$ cat config.mk
export PLATFORM = sky130hd
export DESIGN_NAME = bf_ctrl
export DESIGN_NICKNAME = d
export VERILOG_FILES = /design/src/design/bf_pkg.sv /design/src/design/bf_ctrl.sv
export SDC_FILE = /design/constraint.sdc
export NUM_CORES = 1
export LEC_CHECK = 0
export ABC_CLOCK_PERIOD_IN_PS = 5500
export BUFFER_PORTS_ARGS = -buffer_cell sky130_fd_sc_hd__buf_2
export CAP_MARGIN = 10
export CELL_PAD_IN_SITES_DETAIL_PLACEMENT = 0
export CELL_PAD_IN_SITES_GLOBAL_PLACEMENT = 1
export CORE_MARGIN = 2
export CORE_UTILIZATION = 30
export DETAILED_ROUTE_END_ITERATION = 10
export MAX_ROUTING_LAYER = met4
export PLACE_DENSITY_LB_ADDON = 0.1
export SLEW_MARGIN = 15
export SYNTH_ARGS = -nofsm -noshare
export SYNTH_HDL_FRONTEND = slang
export SYNTH_SLANG_ARGS = --single-unit
$ cat constraint.sdc
create_clock -name clock -period 5.5 [get_ports clock]
set_clock_uncertainty 0.15 [all_clocks]
set_input_delay 1.1 -clock clock [delete_from_list [all_inputs] [get_ports clock]]
set_output_delay 1.1 -clock clock [all_outputs]
set_load 0.1 [all_outputs]
$ cat src/design/bf_pkg.sv
// Shared definitions for the Blowfish cipher core: codes, sizes, controller command struct
// and the initial subkey and S-box tables (hex fraction digits of pi). No dependencies.
package bf_pkg;

   localparam int SUBKEY_COUNT      = 18;
   localparam int BOX_COUNT         = 4;
   localparam int BOX_DEPTH         = 256;
   localparam int MAX_KEY_WORDS_DEF = 14;
   localparam int KEY_ADDR_W        = 5;   // covers up to 18 key words
   localparam int P_IDX_W           = 5;
   localparam int BOX_IDX_W         = 8;
   localparam int SCHED_IDX_W       = 10;  // flat S-box index, 4 x 256

   localparam logic [1:0] OP_KEY = 2'd0;
   localparam logic [1:0] OP_ENC = 2'd1;
   localparam logic [1:0] OP_DEC = 2'd2;

   localparam logic [1:0] STAT_BLOCK = 2'd0;
   localparam logic [1:0] STAT_TAKEN = 2'd1;
   localparam logic [1:0] STAT_SCHED = 2'd2;
   localparam logic [1:0] STAT_ERROR = 2'd3;

   typedef struct packed {
      logic                   key_wr;     // store req key word at key_addr
      logic [KEY_ADDR_W-1:0]  key_addr;   // key store write / read address
      logic                   p_init_wr;  // P[index] = init ^ key
      logic                   s_init_wr;  // all boxes [index] = init
      logic [SCHED_IDX_W-1:0] index;
      logic                   load;       // start block from request
      logic                   load_chain; // start block from last result
      logic                   round;
      logic                   finish;
      logic                   res_clear;
      logic [P_IDX_W-1:0]     p_idx;
      logic                   sched_wr_p;
      logic                   sched_wr_s;
      logic                   wr_half;    // 0 left half, 1 right half
      logic                   out_load;
      logic                   out_zero;
   } bf_cmd_type;

   localparam logic [31:0] P_INIT [SUBKEY_COUNT] = '{
      32'h243f6a88, 32'h85a308d3, 32'h13198a2e, 32'h03707344, 32'ha4093822, 32'h299f31d0,
      32'h082efa98, 32'hec4e6c89, 32'h452821e6, 32'h38d01377, 32'hbe5466cf, 32'h34e90c6c,
      32'hc0ac29b7, 32'hc97c50dd, 32'h3f84d5b5, 32'hb5470917, 32'h9216d5d9, 32'h8979fb1b
   };

   localparam logic [31:0] S0_INIT [BOX_DEPTH] = '{
      32'hd1310ba6, 32'h98dfb5ac, 32'h2ffd72db, 32'hd01adfb7, 32'hb8e1afed, 32'h6a267e96,
      32'hba7c9045, 32'hf12c7f99, 32'h24a19947, 32'hb3916cf7, 32'h0801f2e2, 32'h858efc16,
      32'h636920d8, 32'h71574e69, 32'ha458fea3, 32'hf4933d7e, 32'h0d95748f, 32'h728eb658,
      32'h718bcd58, 32'h82154aee, 32'h7b54a41d, 32'hc25a59b5, 32'h9c30d539, 32'h2af26013,
      32'hc5d1b023, 32'h286085f0, 32'hca417918, 32'hb8db38ef, 32'h8e79dcb0, 32'h603a180e,
      32'h6c9e0e8b, 32'hb01e8a3e, 32'hd71577c1, 32'hbd314b27, 32'h78af2fda, 32'h55605c60,
      32'he65525f3, 32'haa55ab94, 32'h57489862, 32'h63e81440, 32'h55ca396a, 32'h2aab10b6,
      32'hb4cc5c34, 32'h1141e8ce, 32'ha15486af, 32'h7c72e993, 32'hb3ee1411, 32'h636fbc2a,
      32'h2ba9c55d, 32'h741831f6, 32'hce5c3e16, 32'h9b87931e, 32'hafd6ba33, 32'h6c24cf5c,
      32'h7a325381, 32'h28958677, 32'h3b8f4898, 32'h6b4bb9af, 32'hc4bfe81b, 32'h66282193,
      32'h61d809cc, 32'hfb21a991, 32'h487cac60, 32'h5dec8032, 32'hef845d5d, 32'he98575b1,
      32'hdc262302, 32'heb651b88, 32'h23893e81, 32'hd396acc5, 32'h0f6d6ff3, 32'h83f44239,
      32'h2e0b4482, 32'ha4842004, 32'h69c8f04a, 32'h9e1f9b5e, 32'h21c66842, 32'hf6e96c9a,
      32'h670c9c61, 32'habd388f0, 32'h6a51a0d2, 32'hd8542f68, 32'h960fa728, 32'hab5133a3,
      32'h6eef0b6c, 32'h137a3be4, 32'hba3bf050, 32'h7efb2a98, 32'ha1f1651d, 32'h39af0176,
      32'h66ca593e, 32'h82430e88, 32'h8cee8619, 32'h456f9fb4, 32'h7d84a5c3, 32'h3b8b5ebe,
      32'he06f75d8, 32'h85c12073, 32'h401a449f, 32'h56c16aa6, 32'h4ed3aa62, 32'h363f7706,
      32'h1bfedf72, 32'h429b023d, 32'h37d0d724, 32'hd00a1248, 32'hdb0fead3, 32'h49f1c09b,
      32'h075372c9, 32'h80991b7b, 32'h25d479d8, 32'hf6e8def7, 32'he3fe501a, 32'hb6794c3b,
      32'h976ce0bd, 32'h04c006ba, 32'hc1a94fb6, 32'h409f60c4, 32'h5e5c9ec2, 32'h196a2463,
      32'h68fb6faf, 32'h3e6c53b5, 32'h1339b2eb, 32'h3b52ec6f, 32'h6dfc511f, 32'h9b30952c,
      32'hcc814544, 32'haf5ebd09, 32'hbee3d004, 32'hde334afd, 32'h660f2807, 32'h192e4bb3,
      32'hc0cba857, 32'h45c8740f, 32'hd20b5f39, 32'hb9d3fbdb, 32'h5579c0bd, 32'h1a60320a,
      32'hd6a100c6, 32'h402c7279, 32'h679f25fe, 32'hfb1fa3cc, 32'h8ea5e9f8, 32'hdb3222f8,
      32'h3c7516df, 32'hfd616b15, 32'h2f501ec8, 32'had0552ab, 32'h323db5fa, 32'hfd238760,
      32'h53317b48, 32'h3e00df82, 32'h9e5c57bb, 32'hca6f8ca0, 32'h1a87562e, 32'hdf1769db,
      32'hd542a8f6, 32'h287effc3, 32'hac6732c6, 32'h8c4f5573, 32'h695b27b0, 32'hbbca58c8,
      32'he1ffa35d, 32'hb8f011a0, 32'h10fa3d98, 32'hfd2183b8, 32'h4afcb56c, 32'h2dd1d35b,
      32'h9a53e479, 32'hb6f84565, 32'hd28e49bc, 32'h4bfb9790, 32'he1ddf2da, 32'ha4cb7e33,
      32'h62fb1341, 32'hcee4c6e8, 32'hef20cada, 32'h36774c01, 32'hd07e9efe, 32'h2bf11fb4,
      32'h95dbda4d, 32'hae909198, 32'heaad8e71, 32'h6b93d5a0, 32'hd08ed1d0, 32'hafc725e0,
      32'h8e3c5b2f, 32'h8e7594b7, 32'h8ff6e2fb, 32'hf2122b64, 32'h8888b812, 32'h900df01c,
      32'h4fad5ea0, 32'h688fc31c, 32'hd1cff191, 32'hb3a8c1ad, 32'h2f2f2218, 32'hbe0e1777,
      32'hea752dfe, 32'h8b021fa1, 32'he5a0cc0f, 32'hb56f74e8, 32'h18acf3d6, 32'hce89e299,
      32'hb4a84fe0, 32'hfd13e0b7, 32'h7cc43b81, 32'hd2ada8d9, 32'h165fa266, 32'h80957705,
      32'h93cc7314, 32'h211a1477, 32'he6ad2065, 32'h77b5fa86, 32'hc75442f5, 32'hfb9d35cf,
      32'hebcdaf0c, 32'h7b3e89a0, 32'hd6411bd3, 32'hae1e7e49, 32'h00250e2d, 32'h2071b35e,
      32'h226800bb, 32'h57b8e0af, 32'h2464369b, 32'hf009b91e, 32'h5563911d, 32'h59dfa6aa,
      32'h78c14389, 32'hd95a537f, 32'h207d5ba2, 32'h02e5b9c5, 32'h83260376, 32'h6295cfa9,
      32'h11c81968, 32'h4e734a41, 32'hb3472dca, 32'h7b14a94a, 32'h1b510052, 32'h9a532915,
      32'hd60f573f, 32'hbc9bc6e4, 32'h2b60a476, 32'h81e67400, 32'h08ba6fb5, 32'h571be91f,
      32'hf296ec6b, 32'h2a0dd915, 32'hb6636521, 32'he7b9f9b6, 32'hff34052e, 32'hc5855664,
      32'h53b02d5d, 32'ha99f8fa1, 32'h08ba4799, 32'h6e85076a
   };

   localparam logic [31:0] S1_INIT [BOX_DEPTH] = '{
      32'h4b7a70e9, 32'hb5b32944, 32'hdb75092e, 32'hc4192623, 32'had6ea6b0, 32'h49a7df7d,
      32'h9cee60b8, 32'h8fedb266, 32'hecaa8c71, 32'h699a17ff, 32'h5664526c, 32'hc2b19ee1,
      32'h193602a5, 32'h75094c29, 32'ha0591340, 32'he4183a3e, 32'h3f54989a, 32'h5b429d65,
      32'h6b8fe4d6, 32'h99f73fd6, 32'ha1d29c07, 32'hefe830f5, 32'h4d2d38e6, 32'hf0255dc1,
      32'h4cdd2086, 32'h8470eb26, 32'h6382e9c6, 32'h021ecc5e, 32'h09686b3f, 32'h3ebaefc9,
      32'h3c971814, 32'h6b6a70a1, 32'h687f3584, 32'h52a0e286, 32'hb79c5305, 32'haa500737,
      32'h3e07841c, 32'h7fdeae5c, 32'h8e7d44ec, 32'h5716f2b8, 32'hb03ada37, 32'hf0500c0d,
      32'hf01c1f04, 32'h0200b3ff, 32'hae0cf51a, 32'h3cb574b2, 32'h25837a58, 32'hdc0921bd,
      32'hd19113f9, 32'h7ca92ff6, 32'h94324773, 32'h22f54701, 32'h3ae5e581, 32'h37c2dadc,
      32'hc8b57634, 32'h9af3dda7, 32'ha9446146, 32'h0fd0030e, 32'hecc8c73e, 32'ha4751e41,
      32'he238cd99, 32'h3bea0e2f, 32'h3280bba1, 32'h183eb331, 32'h4e548b38, 32'h4f6db908,
      32'h6f420d03, 32'hf60a04bf, 32'h2cb81290, 32'h24977c79, 32'h5679b072, 32'hbcaf89af,
      32'hde9a771f, 32'hd9930810, 32'hb38bae12, 32'hdccf3f2e, 32'h5512721f, 32'h2e6b7124,
      32'h501adde6, 32'h9f84cd87, 32'h7a584718, 32'h7408da17, 32'hbc9f9abc, 32'he94b7d8c,
      32'hec7aec3a, 32'hdb851dfa, 32'h63094366, 32'hc464c3d2, 32'hef1c1847, 32'h3215d908,
      32'hdd433b37, 32'h24c2ba16, 32'h12a14d43, 32'h2a65c451, 32'h50940002, 32'h133ae4dd,
      32'h71dff89e, 32'h10314e55, 32'h81ac77d6, 32'h5f11199b, 32'h043556f1, 32'hd7a3c76b,
      32'h3c11183b, 32'h5924a509, 32'hf28fe6ed, 32'h97f1fbfa, 32'h9ebabf2c, 32'h1e153c6e,
      32'h86e34570, 32'heae96fb1, 32'h860e5e0a, 32'h5a3e2ab3, 32'h771fe71c, 32'h4e3d06fa,
      32'h2965dcb9, 32'h99e71d0f, 32'h803e89d6, 32'h5266c825, 32'h2e4cc978, 32'h9c10b36a,
      32'hc6150eba, 32'h94e2ea78, 32'ha5fc3c53, 32'h1e0a2df4, 32'hf2f74ea7, 32'h361d2b3d,
      32'h1939260f, 32'h19c27960, 32'h5223a708, 32'hf71312b6, 32'hebadfe6e, 32'heac31f66,
      32'he3bc4595, 32'ha67bc883, 32'hb17f37d1, 32'h018cff28, 32'hc332ddef, 32'hbe6c5aa5,
      32'h65582185, 32'h68ab9802, 32'heecea50f, 32'hdb2f953b, 32'h2aef7dad, 32'h5b6e2f84,
      32'h1521b628, 32'h29076170, 32'hecdd4775, 32'h619f1510, 32'h13cca830, 32'heb61bd96,
      32'h0334fe1e, 32'haa0363cf, 32'hb5735c90, 32'h4c70a239, 32'hd59e9e0b, 32'hcbaade14,
      32'heecc86bc, 32'h60622ca7, 32'h9cab5cab, 32'hb2f3846e, 32'h648b1eaf, 32'h19bdf0ca,
      32'ha02369b9, 32'h655abb50, 32'h40685a32, 32'h3c2ab4b3, 32'h319ee9d5, 32'hc021b8f7,
      32'h9b540b19, 32'h875fa099, 32'h95f7997e, 32'h623d7da8, 32'hf837889a, 32'h97e32d77,
      32'h11ed935f, 32'h16681281, 32'h0e358829, 32'hc7e61fd6, 32'h96dedfa1, 32'h7858ba99,
      32'h57f584a5, 32'h1b227263, 32'h9b83c3ff, 32'h1ac24696, 32'hcdb30aeb, 32'h532e3054,
      32'h8fd948e4, 32'h6dbc3128, 32'h58ebf2ef, 32'h34c6ffea, 32'hfe28ed61, 32'hee7c3c73,
      32'h5d4a14d9, 32'he864b7e3, 32'h42105d14, 32'h203e13e0, 32'h45eee2b6, 32'ha3aaabea,
      32'hdb6c4f15, 32'hfacb4fd0, 32'hc742f442, 32'hef6abbb5, 32'h654f3b1d, 32'h41cd2105,
      32'hd81e799e, 32'h86854dc7, 32'he44b476a, 32'h3d816250, 32'hcf62a1f2, 32'h5b8d2646,
      32'hfc8883a0, 32'hc1c7b6a3, 32'h7f1524c3, 32'h69cb7492, 32'h47848a0b, 32'h5692b285,
      32'h095bbf00, 32'had19489d, 32'h1462b174, 32'h23820e00, 32'h58428d2a, 32'h0c55f5ea,
      32'h1dadf43e, 32'h233f7061, 32'h3372f092, 32'h8d937e41, 32'hd65fecf1, 32'h6c223bdb,
      32'h7cde3759, 32'hcbee7460, 32'h4085f2a7, 32'hce77326e, 32'ha6078084, 32'h19f8509e,
      32'he8efd855, 32'h61d99735, 32'ha969a7aa, 32'hc50c06c2, 32'h5a04abfc, 32'h800bcadc,
      32'h9e447a2e, 32'hc3453484, 32'hfdd56705, 32'h0e1e9ec9, 32'hdb73dbd3, 32'h105588cd,
      32'h675fda79, 32'he3674340, 32'hc5c43465, 32'h713e38d8, 32'h3d28f89e, 32'hf16dff20,
      32'h153e21e7, 32'h8fb03d4a, 32'he6e39f2b, 32'hdb83adf7
   };

   localparam logic [31:0] S2_INIT [BOX_DEPTH] = '{
      32'he93d5a68, 32'h948140f7, 32'hf64c261c, 32'h94692934, 32'h411520f7, 32'h7602d4f7,
      32'hbcf46b2e, 32'hd4a20068, 32'hd4082471, 32'h3320f46a, 32'h43b7d4b7, 32'h500061af,
      32'h1e39f62e, 32'h97244546, 32'h14214f74, 32'hbf8b8840, 32'h4d95fc1d, 32'h96b591af,
      32'h70f4ddd3, 32'h66a02f45, 32'hbfbc09ec, 32'h03bd9785, 32'h7fac6dd0, 32'h31cb8504,
      32'h96eb27b3, 32'h55fd3941, 32'hda2547e6, 32'habca0a9a, 32'h28507825, 32'h530429f4,
      32'h0a2c86da, 32'he9b66dfb, 32'h68dc1462, 32'hd7486900, 32'h680ec0a4, 32'h27a18dee,
      32'h4f3ffea2, 32'he887ad8c, 32'hb58ce006, 32'h7af4d6b6, 32'haace1e7c, 32'hd3375fec,
      32'hce78a399, 32'h406b2a42, 32'h20fe9e35, 32'hd9f385b9, 32'hee39d7ab, 32'h3b124e8b,
      32'h1dc9faf7, 32'h4b6d1856, 32'h26a36631, 32'heae397b2, 32'h3a6efa74, 32'hdd5b4332,
      32'h6841e7f7, 32'hca7820fb, 32'hfb0af54e, 32'hd8feb397, 32'h454056ac, 32'hba489527,
      32'h55533a3a, 32'h20838d87, 32'hfe6ba9b7, 32'hd096954b, 32'h55a867bc, 32'ha1159a58,
      32'hcca92963, 32'h99e1db33, 32'ha62a4a56, 32'h3f3125f9, 32'h5ef47e1c, 32'h9029317c,
      32'hfdf8e802, 32'h04272f70, 32'h80bb155c, 32'h05282ce3, 32'h95c11548, 32'he4c66d22,
      32'h48c1133f, 32'hc70f86dc, 32'h07f9c9ee, 32'h41041f0f, 32'h404779a4, 32'h5d886e17,
      32'h325f51eb, 32'hd59bc0d1, 32'hf2bcc18f, 32'h41113564, 32'h257b7834, 32'h602a9c60,
      32'hdff8e8a3, 32'h1f636c1b, 32'h0e12b4c2, 32'h02e1329e, 32'haf664fd1, 32'hcad18115,
      32'h6b2395e0, 32'h333e92e1, 32'h3b240b62, 32'heebeb922, 32'h85b2a20e, 32'he6ba0d99,
      32'hde720c8c, 32'h2da2f728, 32'hd0127845, 32'h95b794fd, 32'h647d0862, 32'he7ccf5f0,
      32'h5449a36f, 32'h877d48fa, 32'hc39dfd27, 32'hf33e8d1e, 32'h0a476341, 32'h992eff74,
      32'h3a6f6eab, 32'hf4f8fd37, 32'ha812dc60, 32'ha1ebddf8, 32'h991be14c, 32'hdb6e6b0d,
      32'hc67b5510, 32'h6d672c37, 32'h2765d43b, 32'hdcd0e804, 32'hf1290dc7, 32'hcc00ffa3,
      32'hb5390f92, 32'h690fed0b, 32'h667b9ffb, 32'hcedb7d9c, 32'ha091cf0b, 32'hd9155ea3,
      32'hbb132f88, 32'h515bad24, 32'h7b9479bf, 32'h763bd6eb, 32'h37392eb3, 32'hcc115979,
      32'h8026e297, 32'hf42e312d, 32'h6842ada7, 32'hc66a2b3b, 32'h12754ccc, 32'h782ef11c,
      32'h6a124237, 32'hb79251e7, 32'h06a1bbe6, 32'h4bfb6350, 32'h1a6b1018, 32'h11caedfa,
      32'h3d25bdd8, 32'he2e1c3c9, 32'h44421659, 32'h0a121386, 32'hd90cec6e, 32'hd5abea2a,
      32'h64af674e, 32'hda86a85f, 32'hbebfe988, 32'h64e4c3fe, 32'h9dbc8057, 32'hf0f7c086,
      32'h60787bf8, 32'h6003604d, 32'hd1fd8346, 32'hf6381fb0, 32'h7745ae04, 32'hd736fccc,
      32'h83426b33, 32'hf01eab71, 32'hb0804187, 32'h3c005e5f, 32'h77a057be, 32'hbde8ae24,
      32'h55464299, 32'hbf582e61, 32'h4e58f48f, 32'hf2ddfda2, 32'hf474ef38, 32'h8789bdc2,
      32'h5366f9c3, 32'hc8b38e74, 32'hb475f255, 32'h46fcd9b9, 32'h7aeb2661, 32'h8b1ddf84,
      32'h846a0e79, 32'h915f95e2, 32'h466e598e, 32'h20b45770, 32'h8cd55591, 32'hc902de4c,
      32'hb90bace1, 32'hbb8205d0, 32'h11a86248, 32'h7574a99e, 32'hb77f19b6, 32'he0a9dc09,
      32'h662d09a1, 32'hc4324633, 32'he85a1f02, 32'h09f0be8c, 32'h4a99a025, 32'h1d6efe10,
      32'h1ab93d1d, 32'h0ba5a4df, 32'ha186f20f, 32'h2868f169, 32'hdcb7da83, 32'h573906fe,
      32'ha1e2ce9b, 32'h4fcd7f52, 32'h50115e01, 32'ha70683fa, 32'ha002b5c4, 32'h0de6d027,
      32'h9af88c27, 32'h773f8641, 32'hc3604c06, 32'h61a806b5, 32'hf0177a28, 32'hc0f586e0,
      32'h006058aa, 32'h30dc7d62, 32'h11e69ed7, 32'h2338ea63, 32'h53c2dd94, 32'hc2c21634,
      32'hbbcbee56, 32'h90bcb6de, 32'hebfc7da1, 32'hce591d76, 32'h6f05e409, 32'h4b7c0188,
      32'h39720a3d, 32'h7c927c24, 32'h86e3725f, 32'h724d9db9, 32'h1ac15bb4, 32'hd39eb8fc,
      32'hed545578, 32'h08fca5b5, 32'hd83d7cd3, 32'h4dad0fc4, 32'h1e50ef5e, 32'hb161e6f8,
      32'ha28514d9, 32'h6c51133c, 32'h6fd5c7e7, 32'h56e14ec4, 32'h362abfce, 32'hddc6c837,
      32'hd79a3234, 32'h92638212, 32'h670efa8e, 32'h406000e0
   };

   localparam logic [31:0] S3_INIT [BOX_DEPTH] = '{
      32'h3a39ce37, 32'hd3faf5cf, 32'habc27737, 32'h5ac52d1b, 32'h5cb0679e, 32'h4fa33742,
      32'hd3822740, 32'h99bc9bbe, 32'hd5118e9d, 32'hbf0f7315, 32'hd62d1c7e, 32'hc700c47b,
      32'hb78c1b6b, 32'h21a19045, 32'hb26eb1be, 32'h6a366eb4, 32'h5748ab2f, 32'hbc946e79,
      32'hc6a376d2, 32'h6549c2c8, 32'h530ff8ee, 32'h468dde7d, 32'hd5730a1d, 32'h4cd04dc6,
      32'h2939bbdb, 32'ha9ba4650, 32'hac9526e8, 32'hbe5ee304, 32'ha1fad5f0, 32'h6a2d519a,
      32'h63ef8ce2, 32'h9a86ee22, 32'hc089c2b8, 32'h43242ef6, 32'ha51e03aa, 32'h9cf2d0a4,
      32'h83c061ba, 32'h9be96a4d, 32'h8fe51550, 32'hba645bd6, 32'h2826a2f9, 32'ha73a3ae1,
      32'h4ba99586, 32'hef5562e9, 32'hc72fefd3, 32'hf752f7da, 32'h3f046f69, 32'h77fa0a59,
      32'h80e4a915, 32'h87b08601, 32'h9b09e6ad, 32'h3b3ee593, 32'he990fd5a, 32'h9e34d797,
      32'h2cf0b7d9, 32'h022b8b51, 32'h96d5ac3a, 32'h017da67d, 32'hd1cf3ed6, 32'h7c7d2d28,
      32'h1f9f25cf, 32'hadf2b89b, 32'h5ad6b472, 32'h5a88f54c, 32'he029ac71, 32'he019a5e6,
      32'h47b0acfd, 32'hed93fa9b, 32'he8d3c48d, 32'h283b57cc, 32'hf8d56629, 32'h79132e28,
      32'h785f0191, 32'hed756055, 32'hf7960e44, 32'he3d35e8c, 32'h15056dd4, 32'h88f46dba,
      32'h03a16125, 32'h0564f0bd, 32'hc3eb9e15, 32'h3c9057a2, 32'h97271aec, 32'ha93a072a,
      32'h1b3f6d9b, 32'h1e6321f5, 32'hf59c66fb, 32'h26dcf319, 32'h7533d928, 32'hb155fdf5,
      32'h03563482, 32'h8aba3cbb, 32'h28517711, 32'hc20ad9f8, 32'habcc5167, 32'hccad925f,
      32'h4de81751, 32'h3830dc8e, 32'h379d5862, 32'h9320f991, 32'hea7a90c2, 32'hfb3e7bce,
      32'h5121ce64, 32'h774fbe32, 32'ha8b6e37e, 32'hc3293d46, 32'h48de5369, 32'h6413e680,
      32'ha2ae0810, 32'hdd6db224, 32'h69852dfd, 32'h09072166, 32'hb39a460a, 32'h6445c0dd,
      32'h586cdecf, 32'h1c20c8ae, 32'h5bbef7dd, 32'h1b588d40, 32'hccd2017f, 32'h6bb4e3bb,
      32'hdda26a7e, 32'h3a59ff45, 32'h3e350a44, 32'hbcb4cdd5, 32'h72eacea8, 32'hfa6484bb,
      32'h8d6612ae, 32'hbf3c6f47, 32'hd29be463, 32'h542f5d9e, 32'haec2771b, 32'hf64e6370,
      32'h740e0d8d, 32'he75b1357, 32'hf8721671, 32'haf537d5d, 32'h4040cb08, 32'h4eb4e2cc,
      32'h34d2466a, 32'h0115af84, 32'he1b00428, 32'h95983a1d, 32'h06b89fb4, 32'hce6ea048,
      32'h6f3f3b82, 32'h3520ab82, 32'h011a1d4b, 32'h277227f8, 32'h611560b1, 32'he7933fdc,
      32'hbb3a792b, 32'h344525bd, 32'ha08839e1, 32'h51ce794b, 32'h2f32c9b7, 32'ha01fbac9,
      32'he01cc87e, 32'hbcc7d1f6, 32'hcf0111c3, 32'ha1e8aac7, 32'h1a908749, 32'hd44fbd9a,
      32'hd0dadecb, 32'hd50ada38, 32'h0339c32a, 32'hc6913667, 32'h8df9317c, 32'he0b12b4f,
      32'hf79e59b7, 32'h43f5bb3a, 32'hf2d519ff, 32'h27d9459c, 32'hbf97222c, 32'h15e6fc2a,
      32'h0f91fc71, 32'h9b941525, 32'hfae59361, 32'hceb69ceb, 32'hc2a86459, 32'h12baa8d1,
      32'hb6c1075e, 32'he3056a0c, 32'h10d25065, 32'hcb03a442, 32'he0ec6e0e, 32'h1698db3b,
      32'h4c98a0be, 32'h3278e964, 32'h9f1f9532, 32'he0d392df, 32'hd3a0342b, 32'h8971f21e,
      32'h1b0a7441, 32'h4ba3348c, 32'hc5be7120, 32'hc37632d8, 32'hdf359f8d, 32'h9b992f2e,
      32'he60b6f47, 32'h0fe3f11d, 32'he54cda54, 32'h1edad891, 32'hce6279cf, 32'hcd3e7e6f,
      32'h1618b166, 32'hfd2c1d05, 32'h848fd2c5, 32'hf6fb2299, 32'hf523f357, 32'ha6327623,
      32'h93a83531, 32'h56cccd02, 32'hacf08162, 32'h5a75ebb5, 32'h6e163697, 32'h88d273cc,
      32'hde966292, 32'h81b949d0, 32'h4c50901b, 32'h71c65614, 32'he6c6c7bd, 32'h327a140a,
      32'h45e1d006, 32'hc3f27b9a, 32'hc9aa53fd, 32'h62a80f00, 32'hbb25bfe2, 32'h35bdd2f6,
      32'h71126905, 32'hb2040222, 32'hb6cbcf7c, 32'hcd769c2b, 32'h53113ec0, 32'h1640e3d3,
      32'h38abbd60, 32'h2547adf0, 32'hba38209c, 32'hf746ce76, 32'h77afa1c5, 32'h20756060,
      32'h85cbfe4e, 32'h8ae88dd8, 32'h7aaaf9b0, 32'h4cf9aa7e, 32'h1948c25c, 32'h02fb8a8c,
      32'h01c36ae4, 32'hd6ebe1f9, 32'h90d4f869, 32'ha65cdea0, 32'h3f09252d, 32'hc208e69f,
      32'hb74e6132, 32'hce77e25b, 32'h578fdfe3, 32'h3ac372e6
   };

endpackage

$ cat src/design/bf_ctrl.sv
// Blowfish core controller: request decode, key collection, key schedule sequencing,
// cipher round counting and result handoff. Depends on bf_pkg.
module bf_ctrl
   import bf_pkg::*;
#(
   parameter int MAX_KEY_WORDS = MAX_KEY_WORDS_DEF
) (
   input  logic       clock,
   input  logic       reset,
   input  logic       req_tvalid,
   output logic       req_tready,
   input  logic [1:0] req_tuser,
   input  logic       req_tlast,
   output logic       rsp_tvalid,
   input  logic       rsp_tready,
   output logic [1:0] rsp_tuser,
   output bf_cmd_type cmd
);

   localparam int KCNT_W = $clog2(MAX_KEY_WORDS + 1);

   localparam logic [2:0] ST_IDLE   = 3'd0;
   localparam logic [2:0] ST_CIPHER = 3'd1;
   localparam logic [2:0] ST_PINIT  = 3'd2;
   localparam logic [2:0] ST_SINIT  = 3'd3;
   localparam logic [2:0] ST_WR_L   = 3'd4;
   localparam logic [2:0] ST_WR_R   = 3'd5;
   localparam logic [2:0] ST_RESP   = 3'd6;

   localparam logic [P_IDX_W-1:0]     LAST_ROUND = P_IDX_W'(SUBKEY_COUNT - 1);
   localparam logic [SCHED_IDX_W-1:0] P_LAST    = SCHED_IDX_W'(SUBKEY_COUNT - 1);
   localparam logic [SCHED_IDX_W-1:0] P_PAIR    = SCHED_IDX_W'(SUBKEY_COUNT - 2);
   localparam logic [SCHED_IDX_W-1:0] BOX_LAST  = SCHED_IDX_W'(BOX_DEPTH - 1);
   localparam logic [SCHED_IDX_W-1:0] S_PAIR    = SCHED_IDX_W'(BOX_COUNT * BOX_DEPTH - 2);

   logic [2:0]             state_ff, state_in;
   logic [P_IDX_W-1:0]     round_ff, round_in;
   logic [SCHED_IDX_W-1:0] index_ff, index_in;
   logic                   sbox_phase_ff, sbox_phase_in;
   logic                   dec_ff, dec_in;
   logic                   sched_ff, sched_in;
   logic [KCNT_W-1:0]      key_count_ff, key_count_in;
   logic [KCNT_W-1:0]      key_len_ff, key_len_in;
   logic [KCNT_W-1:0]      key_idx_ff, key_idx_in;
   logic                   key_ready_ff, key_ready_in;
   logic                   rsp_valid_ff, rsp_valid_in;
   logic [1:0]             rsp_status_ff, rsp_status_in;
   logic [1:0]             pend_status_ff, pend_status_in;
   logic                   pend_zero_ff, pend_zero_in;
   logic                   accept;

   assign req_tready = (state_ff == ST_IDLE);
   assign accept     = req_tvalid && req_tready;
   assign rsp_tvalid = rsp_valid_ff;
   assign rsp_tuser  = rsp_status_ff;

   always_comb begin
      state_in       = state_ff;
      round_in       = round_ff;
      index_in       = index_ff;
      sbox_phase_in  = sbox_phase_ff;
      dec_in         = dec_ff;
      sched_in       = sched_ff;
      key_count_in   = key_count_ff;
      key_len_in     = key_len_ff;
      key_idx_in     = key_idx_ff;
      key_ready_in   = key_ready_ff;
      rsp_valid_in   = rsp_valid_ff && !rsp_tready;
      rsp_status_in  = rsp_status_ff;
      pend_status_in = pend_status_ff;
      pend_zero_in   = pend_zero_ff;
      cmd            = '0;
      cmd.index      = index_ff;
      cmd.key_addr   = KEY_ADDR_W'(key_idx_ff);
      cmd.p_idx      = dec_ff ? (LAST_ROUND - round_ff) : round_ff;

      case (state_ff)
         ST_IDLE: begin
            if (accept) begin
               if (req_tuser == OP_KEY) begin
                  if (key_count_ff >= KCNT_W'(MAX_KEY_WORDS)) begin
                     // key store full: word dropped, last abandons collection
                     pend_status_in = STAT_ERROR;
                     pend_zero_in   = 1'b1;
                     if (req_tlast) begin
                        key_count_in = '0;
                     end
                     state_in = ST_RESP;
                  end else begin
                     cmd.key_wr   = 1'b1;
                     cmd.key_addr = KEY_ADDR_W'(key_count_ff);
                     if (req_tlast) begin
                        key_len_in    = key_count_ff + 1'b1;
                        key_count_in  = '0;
                        key_idx_in    = '0;
                        index_in      = '0;
                        cmd.res_clear = 1'b1;
                        state_in      = ST_PINIT;
                     end else begin
                        key_count_in   = key_count_ff + 1'b1;
                        pend_status_in = STAT_TAKEN;
                        pend_zero_in   = 1'b1;
                        state_in       = ST_RESP;
                     end
                  end
               end else if ((req_tuser == OP_ENC || req_tuser == OP_DEC) && key_ready_ff) begin
                  cmd.load  = 1'b1;
                  cmd.p_idx = (req_tuser == OP_DEC) ? LAST_ROUND : '0;
                  dec_in    = (req_tuser == OP_DEC);
                  sched_in  = 1'b0;
                  round_in  = P_IDX_W'(1);
                  state_in  = ST_CIPHER;
               end else begin
                  pend_status_in = STAT_ERROR;
                  pend_zero_in   = 1'b1;
                  state_in       = ST_RESP;
               end
            end
         end
         ST_CIPHER: begin
            round_in = round_ff + 1'b1;
            if (round_ff == '0) begin
               cmd.load_chain = 1'b1;
            end else if (round_ff != LAST_ROUND) begin
               cmd.round = 1'b1;
            end else begin
               cmd.finish = 1'b1;
               if (sched_ff) begin
                  state_in = ST_WR_L;
               end else begin
                  pend_status_in = STAT_BLOCK;
                  pend_zero_in   = 1'b0;
                  state_in       = ST_RESP;
               end
            end
         end
         ST_PINIT: begin
            cmd.p_init_wr = 1'b1;
            key_idx_in    = (key_idx_ff + 1'b1 == key_len_ff) ? '0 : key_idx_ff + 1'b1;
            if (index_ff == P_LAST) begin
               index_in = '0;
               state_in = ST_SINIT;
            end else begin
               index_in = index_ff + 1'b1;
            end
         end
         ST_SINIT: begin
            cmd.s_init_wr = 1'b1;
            if (index_ff == BOX_LAST) begin
               index_in      = '0;
               sbox_phase_in = 1'b0;
               round_in      = '0;
               sched_in      = 1'b1;
               dec_in        = 1'b0;
               state_in      = ST_CIPHER;
            end else begin
               index_in = index_ff + 1'b1;
            end
         end
         ST_WR_L: begin
            cmd.sched_wr_p = !sbox_phase_ff;
            cmd.sched_wr_s = sbox_phase_ff;
            cmd.wr_half    = 1'b0;
            state_in       = ST_WR_R;
         end
         ST_WR_R: begin
            cmd.sched_wr_p = !sbox_phase_ff;
            cmd.sched_wr_s = sbox_phase_ff;
            cmd.wr_half    = 1'b1;
            cmd.index      = index_ff | SCHED_IDX_W'(1);
            round_in       = '0;
            if (!sbox_phase_ff && index_ff == P_PAIR) begin
               sbox_phase_in = 1'b1;
               index_in      = '0;
               state_in      = ST_CIPHER;
            end else if (sbox_phase_ff && index_ff == S_PAIR) begin
               key_ready_in   = 1'b1;
               pend_status_in = STAT_SCHED;
               pend_zero_in   = 1'b1;
               state_in       = ST_RESP;
            end else begin
               index_in = index_ff + SCHED_IDX_W'(2);
               state_in = ST_CIPHER;
            end
         end
         ST_RESP: begin
            if (!rsp_valid_ff || rsp_tready) begin
               cmd.out_load  = 1'b1;
               cmd.out_zero  = pend_zero_ff;
               rsp_valid_in  = 1'b1;
               rsp_status_in = pend_status_ff;
               state_in      = ST_IDLE;
            end
         end
         default: begin
            state_in = ST_IDLE;
         end
      endcase
   end

   always_ff @(posedge clock) begin
      if (reset) begin
         state_ff     <= ST_IDLE;
         key_count_ff <= '0;
         key_ready_ff <= 1'b0;
         rsp_valid_ff <= 1'b0;
      end else begin
         state_ff     <= state_in;
         key_count_ff <= key_count_in;
         key_ready_ff <= key_ready_in;
         rsp_valid_ff <= rsp_valid_in;
      end
   end

   always_ff @(posedge clock) begin
      round_ff       <= round_in;
      index_ff       <= index_in;
      sbox_phase_ff  <= sbox_phase_in;
      dec_ff         <= dec_in;
      sched_ff       <= sched_in;
      key_len_ff     <= key_len_in;
      key_idx_ff     <= key_idx_in;
      rsp_status_ff  <= rsp_status_in;
      pend_status_ff <= pend_status_in;
      pend_zero_ff   <= pend_zero_in;
   end

endmodule

==> results summary, run 1 <==
The worst setup path is captured at a primary output. The post-synthesis adder-cell area fraction came out at 7.05%. TritonCTS built the clock tree. The number of instances in the synthesized netlist is 283.

The die is about 98 um wide. The critical path goes through buf_2 > inv_1 > ha_1 > and3b_1 > nand3_1 > inv_1 > nor2_1 > buf_2. Setup repair after global routing left no endpoint under its margin.

The startpoint type of the worst setup path is an input port. The floorplan has 34 rows. The final antenna-violating net count came out at 0. The worst path uses 70.9% of the clock period. The worst register-to-register path begins at key_count_ff[0]. The worst min-delay path endpoint is rsp_tuser[1]. The final setup violation count came out at 0. Measured against its own limit, the worst slew margin works out to 34.6%.

The worst path arrival time is 2.65 ns. Dividing the detail-routed via count by the number of cells gives 5.11. The ratio of cells with drive above 1 in the final layout is 20.0%. The library cells used most frequently in the layout, excluding fill and tap cells, are buf_2, nor2_1, edfxtp_1.

The clock sink count is 40. The hold violation total from the final report came out at 0. By area, the combinational part of the netlist is dominated by simple AND/OR/NAND/NOR gates. The iteration count of the initial detailed-routing pass is 4. For the worst-skew pair, the clock arrives at the later sink with an insertion delay of about 0.3 ns. The async set or reset register ratio after synthesis came out at 0%. The worst-case clock buffer depth came out at 2. The multiplexer share of the synthesized area came out at 0.376%. The number of synthesized register bits came out at 40. After detailed placement, the total cell area comes to between 0.002 and 0.003 mm^2. The capture point of the worst reg-to-reg path is index_ff[9]. The count of buffers inserted at the top-level ports is 42. Once layout is done, the placed cells without fillers occupy approximately 0.0030 mm^2. The placed wire-length estimate after detailed placement came out at roughly 5 mm. The buffer count from post-CTS setup fixing is 0. After clock tree synthesis, the clock-pin slew on the worst setup and hold paths is about 0.090 ns. The number of maximum-capacitance violations came out at 0.

The most common library cell in the layout ignoring fill and taps is buf_2. In this run the number of H-tree levels came out at 2. The number of inserted diodes came out at 0. The post-detailed-route DRC marker count is 0. The peak fanout along the critical path came out at 8. The die covers 0.00965 mm^2. The synthesized netlist devotes 5.59% of its cell area to XOR and XNOR gates. The critical setup path kind is input port to primary output. The area of the mapped netlist is 0.00266 mm^2. The largest net degree at the start of global routing is 23. Relative to the synthesized area, the layout overhead comes to 13.5%. For the final routed database, the setup TNS stands at 0 ns. In the global route stage, overall resource usage came out at 14.7%. The post-synthesis share of cell area spent on and, or, nand and nor gates came out at 21.2%. The peak per-stage delay on the critical path is approximately 0.42 ns.

The number of antenna violations at the first check in global routing was 0. In this run, synthesis inferred 31 flip-flops with an integrated enable. The congestion estimate from routability-driven global placement came to 0.778. The most used flip-flop cell after synthesis is edfxtp_1. The clock root buffer is clkbuf_8. The number of cells traversed by the worst register-to-register path is 7. The routed design could run at a clock period as short as just under 4 ns. Yosys printed 0 warnings. The number of buffers added by the clock tree synthesis step came out at 5. The start point of the worst hold path is pend_status_ff[1]. The tightest min-delay check is of the register to register type. The worst setup slack after layout is 1.60 ns. The number of distinct standard cells referenced by the synthesized netlist came out at 58. The reg2reg setup slack came out at 2.28 ns. The number of nets in the synthesized netlist is 305. The effective utilization at floorplan came out at approximately 31%.

In this run the mean area of a mapped cell was 9.41 um^2. The post-route non-filler standard cell count is 423. The count of pins over their slew limit came to 0. For this design, the CTS-stage hold fixing added 0 buffers. The total detailed-routing wirelength is 6.69 mm.

44 I/O pins were placed. The number of global-route vias before repair came to 2033. In the final routed layout, each cell accounts on average for 15.8 um.

The portion of the post-synthesis area used by sequential elements came out at a little over two fifths. The via total after detailed routing is 2163. Summed over all layers, the global routing overflow is 0. The worst hold path stage count came out at 0. The share of the synthesized area in compound gates (AO/OA/AOI/OAI) came out at 16.4%. The fmax is 256 MHz. The wire length of the first global-routing pass is 11.2 mm. The final net count came out at 336. The endpoint required time on the critical path is 4.25 ns. The number of placed instances, taps included, is 415. The initial detailed-routing violation count is 119. For the pin with the worst max-slew slack, the measured transition is 0.974 ns. The flow ran to the end, and the final reports show no timing, DRC or antenna violations. The pre-CTS setup slack is 1.59 ns.

The height of the chip is 98.2 um. The largest individual stage delay along the critical path comes from the cell buf_2. The post-cts resize count is 0. The area of the core came out at a little under 0.009 mm^2.
## cell usage after synthesis (all sizes together) (2+ instances only)
library cell | number | share of area [%]
o31a | 2 | 0.66
o22ai | 3 | 0.70
buf | 16 | 4.1
a31oi | 2 | 0.47
nor2b | 3 | 0.70
o22a | 2 | 0.66
xnor2 | 11 | 3.6
nand3 | 12 | 2.3
nand2 | 17 | 2.4
nand4 | 4 | 1.2
a311oi | 4 | 1.6
and3 | 2 | 0.47
a21oi | 14 | 2.6
o211ai | 2 | 0.56
ha | 15 | 7.0
o31ai | 4 | 1.1
nor4b | 2 | 1.2
nand3b | 3 | 0.85
edfxtp | 31 | 35
inv | 21 | 3.0
and2 | 2 | 0.47
xor2 | 6 | 2.0
nand2b | 5 | 1.2
clkbuf | 3 | 0.42
dfxtp | 9 | 6.8
nor2 | 38 | 5.5
o21ai | 14 | 2.6
nor4 | 2 | 0.70
nor3 | 10 | 2.3
a32oi | 3 | 0.99
or3 | 2 | 0.47
a41oi | 3 | 0.99
## sequential cells by signal (all words and copies together) (netlist names)
name            cells
index_ff           10
pend_zero_ff        1
sbox_phase_ff       1
key_ready_ff        1
rsp_tuser           2
state_ff            3
key_idx_ff          4
key_len_ff          4
dec_ff              1
pend_status_ff      2
round_ff            5
key_count_ff        4
rsp_tvalid          1
sched_ff            1
## final cells by class
cell class / count / area, um^2
clock buffers: 6 / 82.6
repair buffers: 43 / 218
multi-input cells: 203 / 1360
clock inverters: 2 / 38.8
inverters: 21 / 78.8
well taps: 108 / 135
flip-flops and latches: 40 / 1110
fillers: 945 / 5660
## per-layer routing
metal	routed length, um	vias to the layer above	global-route usage [%]
li1	-	1086	-
met1	3300	1041	20.5
met2	3120	34	22.7
met3	244	2	2.51
met4	31	0	3.16
met5	0	-	-
## critical path: cells and delay by family
kind                     cells  cell delay, ns
AND/OR/NAND/NOR              3            0.52
buffers and inverters        4            0.69
adder cells (fa/ha/maj)      1            0.34
## stage by stage
| stage | utilization [%] | hold WS [ns] |
|---|---|---|
| detailed placement | 33.4 | 0.271 |
| CTS | 34.8 | 0.306 |
| global placement | 33.4 | 0.251 |
| floorplan | - | 0.250 |
| finish | 34.8 | 0.299 |
| global route | 34.8 | 0.312 |
## worst max-delay path by stage
| stage | end | startpoint |
|---|---|---|
| 2_1_floorplan | cmd[5] | state_ff[2] |
| 3_3_place_gp | cmd[8] | req_tuser[0] |
| 3_5_place_dp | cmd[9] | req_tuser[0] |
| 4_1_cts | cmd[9] | req_tuser[0] |
| 5_1_grt | cmd[5] | req_tuser[0] |
| 6_report | cmd[7] | req_tuser[0] |
## logic make-up after synthesis
logic type / Yosys count
adder cells (fa/ha/maj): 15
AND/OR/NAND/NOR: 107
XOR/XNOR: 17
multiplexers: 1
AO/OA/AOI/OAI: 62
other: 1
buffers and inverters: 40
flip-flops: 40
Power of run 1 is left out: the tool's default activity adds up to more than one toggle a clock period on the data nets, which glitch-free logic cannot reach.
==> inputs of run 2 (changes only) <==
Settings changed: ABC_CLOCK_PERIOD_IN_PS 5500 to 3800.
Clock period 5.5 ns to 3.8 ns, I/O delays scaled along.
==> results summary, run 2 (synthesis results as in run 1) <==
The die covers between 0.009 and 0.01 mm^2. In this run the most critical hold path is launched from pend_status_ff[1]. The count of buffers inserted at the top-level ports is 42. The count of pins over their slew limit is 0. The flow ran to the end, and the final reports show no timing, DRC or antenna violations. The cell sitting at the root of the clock tree is a clkbuf_8. The number of hold-repair buffers added at the cts stage came out at 0. The largest net degree at the start of global routing is 14.

The number of cells traversed by the worst register-to-register path came out at 6. The buffer count from post-CTS setup fixing is 0. STA classifies the critical path endpoint as a primary output. Once the floorplan was initialized, standard cells occupied 30.7% of the core.

The number of global-route vias before repair came out at 2011. TritonCTS built the clock tree. The horizontal die dimension came out at around 98 um. The routability congestion estimate came out at 0.785.

The floorplan step defined a core boundary enclosing 0.00868 mm^2. The number of maximum-capacitance violations is 0. For this block, the routed nets add up to 6.82 mm of wire. The hold violation total from the final report was 0. The number of inserted diodes came out at 0. The count of nets left with antenna violations once routing finished came out at 0. After clock tree synthesis, the clock-pin slew on the worst setup and hold paths is 0.09 ns. The via total after detailed routing is 2145. After the first detailed-routing iteration, the DRC count stood at between 80 and 90.

The number of antenna violations at the first check in global routing is 0. The total routing resource utilization after global routing came out at 14.9%. Setup violations remaining at the end of the flow were counted as 0. In the final layout, the registers with the most flip-flops are index_ff (10), round_ff (5). The reg2reg setup slack came out at 1.16 ns.

The placed wire-length estimate after detailed placement came out at approximately 5.1 mm. The final net count is 342. The library cell used most frequently in the layout, excluding fill and tap cells, is buf_2. The number of placed instances with taps included is ~420. The average wire per standard cell came out at between 15 and 20 um. The post-cts resize count came out at 0. The synthesis-to-finish area growth came out at 15.8%. The iteration count of the initial detailed-routing pass came out at 4.

In this run the critical register-to-register path is captured at pend_status_ff[0]. The fmax is 307 MHz. Global routing finished with a remaining overflow of 0. The worst-case clock buffer depth came out at 2. The peak per-stage delay on the critical path came out at 0.41 ns.

In the routed layout, each cell is associated on average with a via count of around 5.0. The H-tree depth reported by CTS is 2. The number of I/O pins is 44. The critical path goes through inv_1 > ha_1 > o211ai_1 > buf_4 > nand4_1 > inv_2 > o22a_2 > buf_2. The total area of multi-input combinational cells came out at 0.00139 mm^2. After layout, the worst path uses a little under nine tenths of the clock period. index_ff holds more flip-flops than any other register. The endpoint required time on the critical path is 2.89 ns. The worst reg2reg path startpoint is index_ff[0].

Counting I/O delays and the setup requirement, the final critical path takes 3.26 ns. The class of the tightest hold or removal check is register to register. Buffers inserted during clock tree synthesis total 5. The first global-routing pass estimated ~11 mm of wire.

Counting both buffers and inverters, the worst setup path holds a total of 4. The library cell contributing the largest single delay on the critical path is buf_2. The post-detailed-route DRC marker count came out at 0. The startpoint type of the worst setup path is a register. The later pin in the worst-skew pair is clocked with a latency of 0.31 ns. The placement row count came out at 34. The ratio of cells with drive above 1 in the final layout came out at 23.4%. The family with the most delay on the worst path is buffers and inverters. The number of filler cells placed in the layout is 940. In this run the tightest slew margin relative to its limit is 51.2%. For the worst setup path, the data arrival time is 2.35 ns. The worst hold path stage count came out at 0.

Setup repair after global routing left no endpoint under its margin. The clock sink count is 40. The worst min-delay path endpoint is rsp_tuser[1].

In the layout the commonest cells are buf_2, nor2_1, edfxtp_1. The storage element area is 0.00111 mm^2. The flip-flop count of the largest register, all copies and words added came out at 10. Excluding fillers, the count of instances in the completed layout stands at 429. The critical setup path kind is register to primary output. At the pin with the least slew margin, the transition time is 0.726 ns. The peak fanout along the critical path came out at 6.

The height of the chip came out at 98.2 um.
==> run 2: cell count changes in the layout (fill, tap and decap cells not counted), moves of 2 or more <==
cell     change
a21oi_2      +2
o22a_1       -2
buf_4        +6
o21ai_1      -2
o22a_2       +2
a21oi_1      -2
==> run 2: area by class of cell <==
type	instances	share of cell area, %
clock buffer	6	2.35
clock inverter	2	1.14
inverter	21	2.56
multi-input combinational	203	45.0
sequential	40	36.0
tap	108	4.38
timing repair buffer	49	8.52
==> run 2: per-layer routing <==
layer | track usage [%] | vias to the layer above | wire length [um]
li1 | - | 1091 | -
met1 | 20.6 | 1013 | 3410
met2 | 22.1 | 33 | 3140
met3 | 3.44 | 8 | 215
met4 | 3.48 | 0 | 63
met5 | - | - | 0
==> run 2: worst max path at each step <==
stage	start	end	slack, ns	cells past startpoint
after floorplan	req_tuser[0]	cmd[7]	-0.40	6
after global placement	req_tuser[0]	cmd[7]	0.59	8
after detailed placement	req_tuser[0]	cmd[7]	0.53	8
after CTS	req_tuser[0]	cmd[7]	0.52	8
after global routing	key_count_ff[0]	cmd[29]	0.39	8
final	key_count_ff[0]	cmd[29]	0.54	8
==> run 2: through the flow <==
| stage | hold WS [ns] | setup TNS, ns | instance area [um^2] | utilization (%) | setup WS [ns] |
|---|---|---|---|---|---|
| 2_1_floorplan | 0.250 | -1.21 | 2700 | - | -0.403 |
| 3_3_place_gp | 0.254 | 0 | 2980 | 34.3 | 0.593 |
| 3_5_place_dp | 0.256 | 0 | 2980 | 34.3 | 0.529 |
| 4_1_cts | 0.277 | 0 | 3080 | 35.5 | 0.518 |
| 5_1_grt | 0.294 | 0 | 3080 | 35.5 | 0.392 |
| 6_report | 0.275 | 0 | 3080 | 35.5 | 0.540 |
==> run 2: worst register-to-register path: stages (launching register included) <==
cell      delay, ns
edfxtp_1       0.46
inv_1          0.17
ha_1           0.16
nand4_1        0.11
nor3_2         0.42
o22ai_1        0.16
nor4_1         0.66
Power of run 2 is left out for the same reason.
==> inputs of run 3 (changes only) <==
--- a/constraint.sdc
+++ b/constraint.sdc
@@ -3,3 +3,3 @@
 set_input_delay 0.76 -clock clock [delete_from_list [all_inputs] [get_ports clock]]
 set_output_delay 0.76 -clock clock [all_outputs]
-set_load 0.1 [all_outputs]
+set_load 0.005 [all_outputs]
==> results summary, run 3 (synthesis results as in run 1) <==
The run finished with clean final reports. Using the TritonRoute via totals, the vias-per-cell ratio works out to 5.10. The aggregate negative setup slack is 0 ns. TritonCTS built the clock tree.

The register with the most flip-flops in the layout has 10 of them. The largest voltage drop on the vdd net came out at between 0.2 and 0.3 mV. The total area of multi-input combinational cells came out at between 0.001 and 0.0015 mm^2. Leaving out fill and tap cells, the most frequent cell in the layout is buf_2. The number of I/O pins came out at 44. The reported leakage power is 1.23 nW. Based on the critical path, the design can be clocked at up to 316 MHz. The worst-case clock buffer depth came out at 2. The CTS clock-pin slew for the worst setup and hold paths came out at 0.08 ns. TritonCTS created 5 clock buffers. The ratio of cells with drive above 1 in the final layout is 20.4%. The initial detailed-routing violation count is 64.

The placed wire-length estimate after detailed placement is 5.19 mm. The path class of the tightest hold or removal check is register to register. The wire length of the first global-routing pass is approximately 11 mm. index_ff holds more flip-flops than any other register. The worst path arrival time came out at about 2.3 ns. In the final design database the tool counted 339 nets.

The power per standard cell area is 721 mW/mm^2. The largest registers in the layout are index_ff (10), round_ff (5). In this run the tightest slew margin relative to its limit is a little over half. The total routing resource utilization after global routing came out at between 10 and 15%.

The area of the core is 0.00868 mm^2. The peak fanout along the critical path came out at 6. The design draws between 2 and 2.5 mW. Max-cap violations in this run came to 0.

At the placement stage, the worst setup path has a slack of 0.844 ns. For the finished layout, the period the worst path requires is 3.16 ns. The total detailed-routing wirelength is 6.84 mm. The routed layout has approximately 2200 vias. The iteration count of the initial detailed-routing pass came out at 4. The routability congestion estimate is 0.766. The height of the chip came out at 98.2 um. The worst setup slack after layout is around 0.64 ns. The hold violation total from the final report is 0. The number of hold-repair buffers added at the cts stage is 0. The number of antenna violations at the first check in global routing is 0. The kind of end point of the critical path is a primary output. The endpoint required time on the critical path came out at 2.89 ns.

The clock root buffer is clkbuf_8. The synthesis-to-finish area growth is 13.8%. The critical setup path kind is register to primary output.

The final setup violation count is 0. In the layout the commonest cells are buf_2, nor2_1, edfxtp_1. The number of filler cells placed in the layout came out at 954. The sequential cells in the finished layout cover a total of approximately 0.0011 mm^2. The initial utilization of the core area, before any placement, comes to a little under a third. Setup repair after global routing left no endpoint under its margin. The clock sink count is 40. The post-detailed-route DRC marker count came out at 0. The count of pins over their slew limit came out at 0. The largest net degree at the start of global routing came out at 18. The placement row count came out at 34. In this run the horizontal extent of the chip is a little under 100 um. The portion of the clock cycle consumed by the worst path in the final layout is 83.2%.

The buffer count from post-CTS setup fixing is 0. The H-tree depth reported by CTS came out at 2. The die footprint came out at 0.00965 mm^2. The final antenna-violating net count is 0.

The post-cts resize count came out at 0. The number of global-route vias before repair is 2152. The transition time at the pin with the least slew margin came out at 0.688 ns. STA classifies the critical path startpoint as a register. Clock latency on the worst-skew pair, taken at its later pin, is 0.30 ns.

Summed over all layers, the global routing overflow is 0. The average wire per standard cell came out at 16.1 um. The number of inserted diodes is 0. The count of buffers inserted at the top-level ports is 42.
-- run 3: changes by cell type in the layout (fill, tap and decap cells not counted), sizes merged --
cell      change
buf           -3
clkinvlp      +1
clkbuf        -1
-- run 3: final timing paths --
kind,from,to,slack [ns],cells after the start
worst min-delay path,pend_status_ff[0],rsp_tuser[0],0.28,0
worst max-delay path,key_count_ff[0],cmd[29],0.64,7
worst max register to register,key_count_ff[0],index_ff[3],0.94,8
worst min register to register,pend_status_ff[0],rsp_tuser[0],0.28,0
-- run 3: where the power goes --
| group | switching [mW] | internal [mW] |
|---|---|---|
| Combinational | 0.526 | 0.414 |
| Clock | 0.165 | 0.195 |
| Sequential | 0.220 | 0.665 |
-- run 3: critical path, cell delays in order (launching register included) --
cell and delay, ns:
dfxtp_1 0.40, inv_1 0.09, ha_1 0.19, o211ai_1 0.49, nand4_1 0.35, inv_2 0.19, o22a_1 0.15, buf_2 0.10
-- run 3: per-layer routing --
metal / global-route usage (%) / wire, um / up-vias / share of wire, %
met1: 19.9 / 3330 / 1034 / 49
met5: - / 0 / - / 0
met3: 2.43 / 228 / 7 / 3.3
met2: 23.2 / 3220 / 51 / 47
met4: 4.21 / 66 / 0 / 0.96
li1: - / - / 1082 / -
-- run 3: stage by stage --
step | hold slack [ns] | utilization [%] | instance area (um^2) | cells
2_1_floorplan | 0.250 | - | 2660 | 283
3_3_place_gp | 0.256 | 33.6 | 2920 | 418
3_5_place_dp | 0.265 | 33.6 | 2920 | 418
4_1_cts | 0.283 | 34.9 | 3030 | 426
5_1_grt | 0.287 | 34.9 | 3030 | 426
6_report | 0.277 | 34.9 | 3030 | 426
-- run 3: area by class of cell --
cell class              count  area share [%]
well taps                 108            4.46
flip-flops and latches     40            36.7
clock inverters             3            1.40
inverters                  21            2.60
multi-input cells         203            44.7
clock buffers               5            2.27
repair buffers             46            7.93
Note: power is estimated with default switching activity, not from simulation.
